<file path="src/rtl/voxel_sphere_rasterizer_defines.svh">
// Assertion macros shared by the voxel sphere rasterizer RTL.
// Depends on nothing; users must have clk and rst_n in scope.
`ifndef VOXEL_SPHERE_RASTERIZER_DEFINES_SVH
`define VOXEL_SPHERE_RASTERIZER_DEFINES_SVH

// Same-cycle implication, sampled on clk, off during reset.
`define VSR_ASSERT_NOW(lbl, ante, cons, msg) \
  lbl: assert property (@(posedge clk) disable iff (!rst_n) (ante) |-> (cons)) \
    else $error(msg);

// Next-cycle implication, sampled on clk, off during reset.
`define VSR_ASSERT_NEXT(lbl, ante, cons, msg) \
  lbl: assert property (@(posedge clk) disable iff (!rst_n) (ante) |=> (cons)) \
    else $error(msg);

`endif

</file>
<file path="src/rtl/vsr_pkg.sv">
// Package for the voxel sphere rasterizer: sizes, command codes,
// controller states and the controller/datapath command and status words.
`default_nettype none
package vsr_pkg;

  localparam int SIDE       = 8;
  localparam int CW         = 3;            // bits of one coordinate
  localparam int VOXELS     = SIDE * SIDE * SIDE;
  localparam int VW         = 9;            // bits of a voxel address
  localparam int ROOT_STEPS = 13;           // result bits of the square root

  typedef enum logic [1:0] {
    CMD_DRAW = 2'd0,
    CMD_FILL = 2'd1,
    CMD_READ = 2'd2,
    CMD_NOP  = 2'd3
  } vsr_cmd_code_t;

  typedef enum logic [3:0] {
    ST_CLEAR,
    ST_IDLE,
    ST_FILL,
    ST_SETUP,
    ST_SQ,
    ST_SUM,
    ST_CHK,
    ST_ROOT,
    ST_BRT,
    ST_SCALE,
    ST_WR,
    ST_RD,
    ST_DONE
  } vsr_state_t;

  typedef struct packed {
    logic latch;      // capture the input word
    logic cnt_clr;
    logic cnt_inc;
    logic setup;      // radius squares
    logic sq;         // offset squares
    logic sum;        // squared distance
    logic root_init;
    logic root_step;
    logic brt;
    logic scale;
    logic wr_en;
    logic wr_draw;    // write accumulated draw data
    logic wr_zero;    // write zero color
    logic load_out;
  } vsr_ctl_t;

  typedef struct packed {
    logic last;       // voxel counter at the final voxel
    logic skip;       // voxel outside radius + 1
    logic inner;      // voxel inside radius
    logic root_last;
  } vsr_sts_t;

endpackage
`default_nettype wire

</file>
<file path="src/rtl/vsr_ctrl.sv">
// Controller state machine: sequences clear, fill, draw and read commands
// and owns the result valid flag. Depends on vsr_pkg and the defines header.
`default_nettype none
`include "voxel_sphere_rasterizer_defines.svh"
module vsr_ctrl (
  input  wire logic              clk,
  input  wire logic              rst_n,
  input  wire logic              in_valid,
  input  wire logic [1:0]        in_cmd,
  output logic                   in_ready,
  output logic                   out_valid,
  input  wire logic              out_ready,
  output vsr_pkg::vsr_ctl_t      ctl,
  input  wire vsr_pkg::vsr_sts_t sts
);

  vsr_pkg::vsr_state_t state_r, state_nxt;
  logic out_valid_r, out_valid_nxt;

  always_ff @(posedge clk) begin
    if (!rst_n) begin
      state_r     <= vsr_pkg::ST_CLEAR;
      out_valid_r <= 1'b0;
    end else begin
      state_r     <= state_nxt;
      out_valid_r <= out_valid_nxt;
    end
  end

  always_comb begin
    state_nxt = state_r;
    ctl       = '0;
    in_ready  = 1'b0;
    case (state_r)
      vsr_pkg::ST_CLEAR: begin
        ctl.wr_en   = 1'b1;
        ctl.wr_zero = 1'b1;
        ctl.cnt_inc = 1'b1;
        if (sts.last) begin
          state_nxt = vsr_pkg::ST_IDLE;
        end
      end
      vsr_pkg::ST_IDLE: begin
        in_ready = 1'b1;
        if (in_valid) begin
          ctl.latch   = 1'b1;
          ctl.cnt_clr = 1'b1;
          case (vsr_pkg::vsr_cmd_code_t'(in_cmd))
            vsr_pkg::CMD_DRAW: state_nxt = vsr_pkg::ST_SETUP;
            vsr_pkg::CMD_FILL: state_nxt = vsr_pkg::ST_FILL;
            vsr_pkg::CMD_READ: state_nxt = vsr_pkg::ST_RD;
            default:           state_nxt = vsr_pkg::ST_DONE;
          endcase
        end
      end
      vsr_pkg::ST_FILL: begin
        ctl.wr_en   = 1'b1;
        ctl.cnt_inc = 1'b1;
        if (sts.last) begin
          state_nxt = vsr_pkg::ST_DONE;
        end
      end
      vsr_pkg::ST_SETUP: begin
        ctl.setup = 1'b1;
        state_nxt = vsr_pkg::ST_SQ;
      end
      vsr_pkg::ST_SQ: begin
        ctl.sq    = 1'b1;
        state_nxt = vsr_pkg::ST_SUM;
      end
      vsr_pkg::ST_SUM: begin
        ctl.sum   = 1'b1;
        state_nxt = vsr_pkg::ST_CHK;
      end
      vsr_pkg::ST_CHK: begin
        ctl.root_init = 1'b1;
        if (sts.skip) begin
          if (sts.last) begin
            state_nxt = vsr_pkg::ST_DONE;
          end else begin
            ctl.cnt_inc = 1'b1;
            state_nxt   = vsr_pkg::ST_SQ;
          end
        end else if (sts.inner) begin
          state_nxt = vsr_pkg::ST_BRT;
        end else begin
          state_nxt = vsr_pkg::ST_ROOT;
        end
      end
      vsr_pkg::ST_ROOT: begin
        ctl.root_step = 1'b1;
        if (sts.root_last) begin
          state_nxt = vsr_pkg::ST_BRT;
        end
      end
      vsr_pkg::ST_BRT: begin
        ctl.brt   = 1'b1;
        state_nxt = vsr_pkg::ST_SCALE;
      end
      vsr_pkg::ST_SCALE: begin
        ctl.scale = 1'b1;
        state_nxt = vsr_pkg::ST_WR;
      end
      vsr_pkg::ST_WR: begin
        ctl.wr_en   = 1'b1;
        ctl.wr_draw = 1'b1;
        if (sts.last) begin
          state_nxt = vsr_pkg::ST_DONE;
        end else begin
          ctl.cnt_inc = 1'b1;
          state_nxt   = vsr_pkg::ST_SQ;
        end
      end
      vsr_pkg::ST_RD: begin
        state_nxt = vsr_pkg::ST_DONE;
      end
      vsr_pkg::ST_DONE: begin
        // hold until the result register is free
        if (!out_valid_r || out_ready) begin
          ctl.load_out = 1'b1;
          state_nxt    = vsr_pkg::ST_IDLE;
        end
      end
      default: begin
        state_nxt = vsr_pkg::ST_IDLE;
      end
    endcase
  end

  always_comb begin
    if (ctl.load_out) begin
      out_valid_nxt = 1'b1;
    end else if (out_ready) begin
      out_valid_nxt = 1'b0;
    end else begin
      out_valid_nxt = out_valid_r;
    end
  end

  assign out_valid = out_valid_r;

  `VSR_ASSERT_NEXT(a_clear_once, state_r != vsr_pkg::ST_CLEAR, state_r != vsr_pkg::ST_CLEAR, "clear pass re-entered")
  `VSR_ASSERT_NOW(a_no_overwrite, out_valid_r && !out_ready, !ctl.load_out, "pending result overwritten")
  `VSR_ASSERT_NEXT(a_root_entry, state_r != vsr_pkg::ST_CHK && state_r != vsr_pkg::ST_ROOT, state_r != vsr_pkg::ST_ROOT, "square root entered without distance check")

endmodule
`default_nettype wire

</file>
<file path="config.mk">
export PLATFORM = sky130hd
export DESIGN_NAME = vsr_ctrl
export DESIGN_NICKNAME = d
export VERILOG_FILES = /design/src/rtl/vsr_pkg.sv /design/src/rtl/vsr_ctrl.sv
export VERILOG_INCLUDE_DIRS = /design/src /design/src/rtl
export SDC_FILE = /design/constraint.sdc
export NUM_CORES = 1
export LEC_CHECK = 0
export BUFFER_PORTS_ARGS = -buffer_cell sky130_fd_sc_hd__buf_2
export CAP_MARGIN = 10
export CORE_AREA = 2 2 39 41
export DETAILED_ROUTE_END_ITERATION = 16
export DIE_AREA = 0 0 41 43
export PLACE_DENSITY = 0.75
export SLEW_MARGIN = 20
export SYNTH_ARGS = -nofsm -noshare
export SYNTH_HDL_FRONTEND = slang
export SYNTH_SLANG_ARGS = --single-unit
</file>
<file path="constraint.sdc">
create_clock -name clk -period 4.3 [get_ports clk]
set_clock_uncertainty 0.1 [all_clocks]
set_input_delay 0.43 -clock clk [delete_from_list [all_inputs] [get_ports clk]]
set_output_delay 0.43 -clock clk [all_outputs]
set_load 0.03 [all_outputs]
</file>
Yosys cells after proc, flatten, opt, wreduce, memory -nomap -nowiden
Cells that the tools add are included.

word-level totals
  bits in registers = 5
  bits of input ports = 10
  logic and storage cells = 59

cells by class
  equal/unequal tests = 19
  muxes and demuxes = 30
  reductions and logical operators = 8

operators by type and width
  operator            count
  $pmux 4 s13         1
  $mux 4              8
  $eq 4x4->1 const B  5
  $mux 1              17
  $eq 4x3->1 const B  4
  $pmux 4 s3          1
  $ne 2x2->1 const B  5
  $eq 4x2->1 const B  2
  $reduce_and 5->1    1
  $eq 4x1->1 const B  1
  $logic_not 4->1     1
  $mux 2              2
  $pmux 1 s3          1
  $reduce_or 3->1     1
  $eq 2x1->1 const B  1
  $eq 2x2->1 const B  1
  $logic_not 2->1     1
  $reduce_bool 2->1   1
  $reduce_or 2->1     1
  $logic_not 1->1     1
  $logic_or 1x1->1    1

Longest topological paths before layout
Gate-level depths: netlist of the first run.

  depth after elaboration = 5
  depth in mapped cells = 6

Least setup slack after synthesis of the first run
OpenSTA, ideal clock, no wires.

  path kind = register to output
  from = register state_r[1]
  to = output port ctl[13] in the netlist's numbering
  arrival time = 2.051 ns
  slack = 1.719 ns
  stages on the path, launching flop included = 6
  buffers on the path = 3
  cells stage by stage = dfxtp_1 > buf_2 > buf_1 > nor3_1 > and2_1 > buf_4

RTL lines
  what                      RTL line        text
  start: declaration        vsr_ctrl.sv:17  vsr_pkg::vsr_state_t state_r, state_nxt;
  start signal: assignment  vsr_ctrl.sv:22  state_r <= vsr_pkg::ST_CLEAR;
  start signal: assignment  vsr_ctrl.sv:25  state_r <= state_nxt;
  end: declaration          vsr_ctrl.sv:13  output vsr_pkg::vsr_ctl_t ctl,

==> results.toml, run 1 <==
[grt]
grt_start_max_net_pins = 27
grtUsageTotal_pct = 17.7
grt_pass1_wl_mm = 2.19
grt_overflow = 0
grt_pass1_vias = 523
antenna_found_initial = 0

[clocking]
numClockSinks = 5
numCtsBuffers = 3
cts_tree = "built"
cts_root_buf = "clkbuf_4"
clk_latency_ns = 0.24
clk_pin_slew_ns = 0.04
post_cts_buffers = 0
cts.htree.levels = 1
cts-resized-gates = 0
clockBufferDepth = 2
ctsHoldBuffers = 0

[worst_hold_path]
hold_start = "rst_n"
worstHoldEndpoint = "out_valid$_SDFFE_PN0P_"
hold_depth = 2
hp-class = "in -> reg"

[finish]
final_common_cell = "buf_2"
instances_no_fill = 123
drive_gt1_share_pct = 28.0
regArea_sq_um = 100
nets = 118
final_cell_mix = "buf_2 (25), nand2_1 (11), nor2_1 (10), nor3_1 (6), dfxtp_1 (5)"
synthToLayoutAreaGrowth_pct = 21.2
fillers = 154
antennaDiodeCount = 0
fin_area_sq_um = 702
multiInputGateArea_sq_um = 423

[yosys]
ys_ff_latch = 5
netlist_area_sq_um = 579
synth_area_leaders = "dfxtp_1 (17%), nand2_1 (7.1%), nor2_1 (6.5%)"
netlist_instances = 88
synth_ff_type = "dfxtp_1"
yosysSeqAreaShare_pct = 17.3
synth_warnings = 0
synth_top_cell_by_area = "dfxtp_1"
netlist-cell-type-count = 39
synthArstFlopShare_pct = 0
syn_nets = 98
avgSynthCellArea_sq_um = 6.58
synth_edf_count = 0
synthDominantCellAreaShare_pct = 17.3

[drt]
first_pass_iters = 4
ant_nets = 0
num_vias = 686
wirelength_mm = 1.47
first_iter_violations = 11
drc = 0
viasPerCell = 5.58
wire_per_inst_um = 11.9

[setup_path]
required_ns = 3.77
cp_max_fo = 18
rr_startpoint = "state_r[2]$_SDFFE_PN0P_"
crit_type = "reg -> out"
r2r_end = "state_r[1]$_SDFFE_PN0P_"
worstPathArrival_ns = 1.77
start_kind = "flop"
cp-end-kind = "output pin"
r2r_cells = 4
r2r_setup_slack_ns = 2.34

[floorplan]
die_y_um = 43
initial_utilization_pct = 41.9
fp.dieW_um = 41
rows = 14
dieArea_sq_um = 1760
io_pins = 26
core_sq_um = 1380

[status]
status = "complete, no violations"

[power_and_ir_drop]
leakage_nw = 0.317
powerDensity_nw_per_um2 = 438
total_power_uw = 307
irDropWorstVdd_v = 0.000281

[placed_design]
gp_congestion = 0.831
placed_area_sq_um = 676
hpwl_mm = 1.05
numPortBuffers = 25
placed_cells = 119

[timing]
period_share_pct = 53.4
slew_viol_final = 0
rsz0062_at_grt = "no"
maxClockFrequency_mhz = 435
setup_viol = 0
tns_ns = 0
worstMarginPinSlew_ns = 0.718
hold_viol = 0
fin_crit_ns = 2.30
max_slew_margin_pct = 52.1

[flow_run]
drv_cap = 0
## state kept, by name (all words and copies together) (netlist names)
register   count
state_r        4
out_valid      1
## worst max-delay path: stages (launching register included)
cell and delay (ns):
dfxtp_1 0.66, nand2b_1 0.29, nor3_1 0.22, and2_1 0.16, buf_2 0.19
## cell families after synthesis
| family | after synthesis | share of synthesized area [%] |
|---|---|---|
| muxes | 2 | 3.46 |
| xor gates and xnor gates | 1 | 1.51 |
| and+or+nand+nor | 49 | 45.4 |
| AOI/OAI and AO/OA | 19 | 22.7 |
| buffers and inverters | 12 | 9.72 |
| DFF | 5 | 17.3 |
## power by group
part	internal [mW]	switching [mW]
clock	0.0350	0.0181
sequential	0.0537	0.0344
combinational	0.0619	0.104
## cell type report
cell class	count	share of cell area, %
Sequential cell	5	14.3
Timing Repair Buffer	25	17.8
Multi-Input combinational cell	71	60.2
Clock buffer	4	3.74
Tap cell	16	2.85
Inverter	2	1.07
## worst max-delay path by stage
stage               slack [ns]               startpoint  depth (start not counted)       to
floorplan                 1.72  state_r[1]$_SDFFE_PN0P_                          5  ctl[13]
detailed placement        2.27  state_r[0]$_SDFFE_PN0P_                          4  ctl[12]
global route              1.88  state_r[0]$_SDFFE_PN0P_                          4  ctl[12]
CTS                       2.01  state_r[0]$_SDFFE_PN0P_                          4  ctl[12]
finish                    2.00  state_r[0]$_SDFFE_PN0P_                          4  ctl[12]
global placement          2.34  state_r[0]$_SDFFE_PN0P_                          4  ctl[13]
## metrics by stage
step	hold WS, ns	setup slack [ns]	utilization (%)
3_3_place_gp	0.551	2.34	48.8
3_5_place_dp	0.555	2.27	48.8
6_report	0.384	2.00	50.7
5_1_grt	0.379	1.88	50.7
4_1_cts	0.376	2.01	50.7
2_1_floorplan	0.448	1.72	-
## Yosys cell counts (2+ instances only)
| cell | count |
|---|---|
| a21oi_1 | 3 |
| buf_2 | 3 |
| buf_4 | 2 |
| clkbuf_1 | 4 |
| dfxtp_1 | 5 |
| inv_1 | 2 |
| mux2i_1 | 2 |
| nand2_1 | 11 |
| nand2b_1 | 4 |
| nand3_1 | 3 |
| nand4b_1 | 2 |
| nor2_1 | 10 |
| nor2b_1 | 2 |
| nor3_1 | 6 |
| o21ai_0 | 4 |
| or3_1 | 2 |
## per-layer routing
metal / vias up / global-route usage [%] / share of wire (%)
li1: 350 / - / -
met1: 304 / 24.9 / 49
met2: 30 / 25.3 / 43
met3: 2 / 6.28 / 7.1
met4: 0 / 4.00 / 0.95
met5: - / 0 / 0
Power figures use the tool's default switching activity.
==> run 2, diff against run 1 <==
--- a/config.mk
+++ b/config.mk
@@ -8,10 +8,9 @@
 export LEC_CHECK = 0
 export BUFFER_PORTS_ARGS = -buffer_cell sky130_fd_sc_hd__buf_2
 export CAP_MARGIN = 10
-export CORE_AREA = 2 2 39 41
+export CORE_UTILIZATION = 40
 export DETAILED_ROUTE_END_ITERATION = 16
-export DIE_AREA = 0 0 41 43
-export PLACE_DENSITY = 0.75
+export PLACE_DENSITY = 0.72
 export SLEW_MARGIN = 20
 export SYNTH_ARGS = -nofsm -noshare
 export SYNTH_HDL_FRONTEND = slang
==> constraint.sdc (replaced) <==
create_clock -name clk -period 2.1 [get_ports clk]
set_clock_uncertainty 0.1 [all_clocks]
set_input_delay 0.21 -clock clk [delete_from_list [all_inputs] [get_ports clk]]
set_output_delay 0.21 -clock clk [all_outputs]
set_load 0.03 [all_outputs]
==> run 2 against run 1 <==
Effect of this change:
- worst setup slack worse by 1.7 ns
- non-clock buffer count up 3
- largest power group unchanged
- sequential power increased by 75%
- sequential share of layout area is 0.22 points lower
- design area increased by 4.1%
- utilization up 4.7 points
- combinational power up 130%
- first-iteration DRC count is 45% higher
- clock-buffer cell count stayed put
==> results.toml, run 2 (synthesis results as in run 1) <==
[setup_path]
cp_max_fo = 18
crit_type = "reg -> out"
critPathLaunch = "state_r[0]$_SDFFE_PN0P_"
slowest_delay_ns = 0.49
slowest_stage = "dfxtp_2"
r2r_setup_slack_ns = 0.41
crit_path_end = "ctl[12]"
rr_startpoint = "state_r[2]$_SDFFE_PN0P_"
start_kind = "flop"
cp_cell_sequence = "nand2b_1 > nor3_2 > and2_1 > buf_2"
critPathTopFamily = "simple AND/OR/NAND/NOR gates"
worstPathArrival_ns = 1.50
cp-end-kind = "output pin"
required_ns = 1.79
r2r_cells = 5
crit_cells = 4
cp.buffers_inverters = 1
r2r_end = "state_r[1]$_SDFFE_PN0P_"

[timing]
maxClockFrequency_mhz = 553
rsz0062_at_grt = "no"
setup_viol = 0
slew_viol_final = 0
max_slew_margin_pct = 73.4
fin_crit_ns = 1.81
period_share_pct = 86.1
hold_viol = 0
timing.hold.ws_ns = 0.160
tns_ns = 0
worstMarginPinSlew_ns = 0.398

[drt]
first_iter_violations = 16
num_vias = 714
first_pass_iters = 4
wirelength_mm = 1.52
wire_per_inst_um = 12.1
drc = 0
ant_nets = 0
viasPerCell = 5.71

[clocking]
numCtsBuffers = 3
cts_tree = "built"
clk_latency_ns = 0.24
cts.htree.levels = 1
clockBufferDepth = 2
clk_pin_slew_ns = 0.04
cts_root_buf = "clkbuf_4"
numClockSinks = 5

[power_and_ir_drop]
swShare_pct = 50.5
p_int_uw = 324
powerDensity_nw_per_um2 = 896
power_frac_comb_pct = 59.3
pwr-share-clk_pct = 17.1
total_power_uw = 655
irDropWorstVdd_v = 0.000489
leakage_nw = 0.337
seqPwrFrac_pct = 23.6
switchingPower_uw = 331

[finish]
synthToLayoutAreaGrowth_pct = 26.1
drive_gt1_share_pct = 32.7
largest_reg_flops = 4
final_common_cell = "buf_2"
final_cell_mix = "buf_2 (25), nand2_1 (11), nor2_1 (10), nor3_1 (5)"
nets = 121
regMostFlops = "state_r"
antennaDiodeCount = 0
regArea_sq_um = 103
fillers = 138
multiInputGateArea_sq_um = 428

[floorplan]
rows = 13
dieArea_sq_um = 1600
fp.dieW_um = 40.1
die_y_um = 40.1
core_sq_um = 1320
initial_utilization_pct = 44.0
io_pins = 26

[grt]
grtUsageTotal_pct = 20.9
gr-usage-met1_pct = 28.7
grt_pass1_vias = 520
grt_overflow = 0
grt_pass1_wl_mm = 2.27
use_met2_pct = 35.9
grt_start_max_net_pins = 22
busiest_layer = "met2"
antenna_found_initial = 0
use_met3_pct = 0

[worst_hold_path]
hp-class = "in -> reg"

[status]
status = "complete, no violations"

[placed_design]
gp_congestion = 0.850
hpwl_mm = 1.15
numPortBuffers = 25

[flow_run]
drv_cap = 0
run 2: power by group through the flow:
stage | registers, mW | clock network [mW] | logic, mW
2_1_floorplan | 0.118 | 0 | 0.328
3_3_place_gp | 0.152 | 0 | 0.382
3_5_place_dp | 0.153 | 0 | 0.387
4_1_cts | 0.151 | 0.114 | 0.389
5_1_grt | 0.160 | 0.117 | 0.427
6_report | 0.154 | 0.112 | 0.389
run 2: worst min-delay path by stage:
stage / cells after the start / slack, ns / start / to
4_1_cts: 2 / 0.16 / rst_n / out_valid$_SDFFE_PN0P_
2_1_floorplan: 1 / 0.23 / rst_n / out_valid$_SDFFE_PN0P_
3_5_place_dp: 2 / 0.41 / rst_n / out_valid$_SDFFE_PN0P_
6_report: 2 / 0.16 / rst_n / out_valid$_SDFFE_PN0P_
5_1_grt: 2 / 0.16 / rst_n / out_valid$_SDFFE_PN0P_
3_3_place_gp: 2 / 0.41 / rst_n / out_valid$_SDFFE_PN0P_
run 2: timing repair:
item,in CTS,in global routing
hold buffers,0,0
setup buffers,0,0
resized for setup,0,2
setup endpoints to repair,0,4
run 2: metal layers:
metal | vias to the layer above | wire length [um]
li1 | 358 | -
met1 | 323 | 647
met2 | 31 | 754
met3 | 2 | 104
met4 | 0 | 12
met5 | - | 0
run 2: cell type report:
type                    count  area share (%)
inverters                   2            1.03
multi-input cells          71            58.6
flip-flops and latches      5            14.0
repair buffers             28            20.2
well taps                  15            2.57
clock buffers               4            3.60
run 2: stage by stage:
step	worst slack (ns)	util (%)	instances	instance area [sq um]
finish	0.293	55.5	125	731
CTS	0.0773	55.3	125	728
detailed placement	0.339	53.3	121	702
global route	0.123	55.5	125	731
global placement	0.353	53.3	121	702
floorplan	0.0175	-	88	584
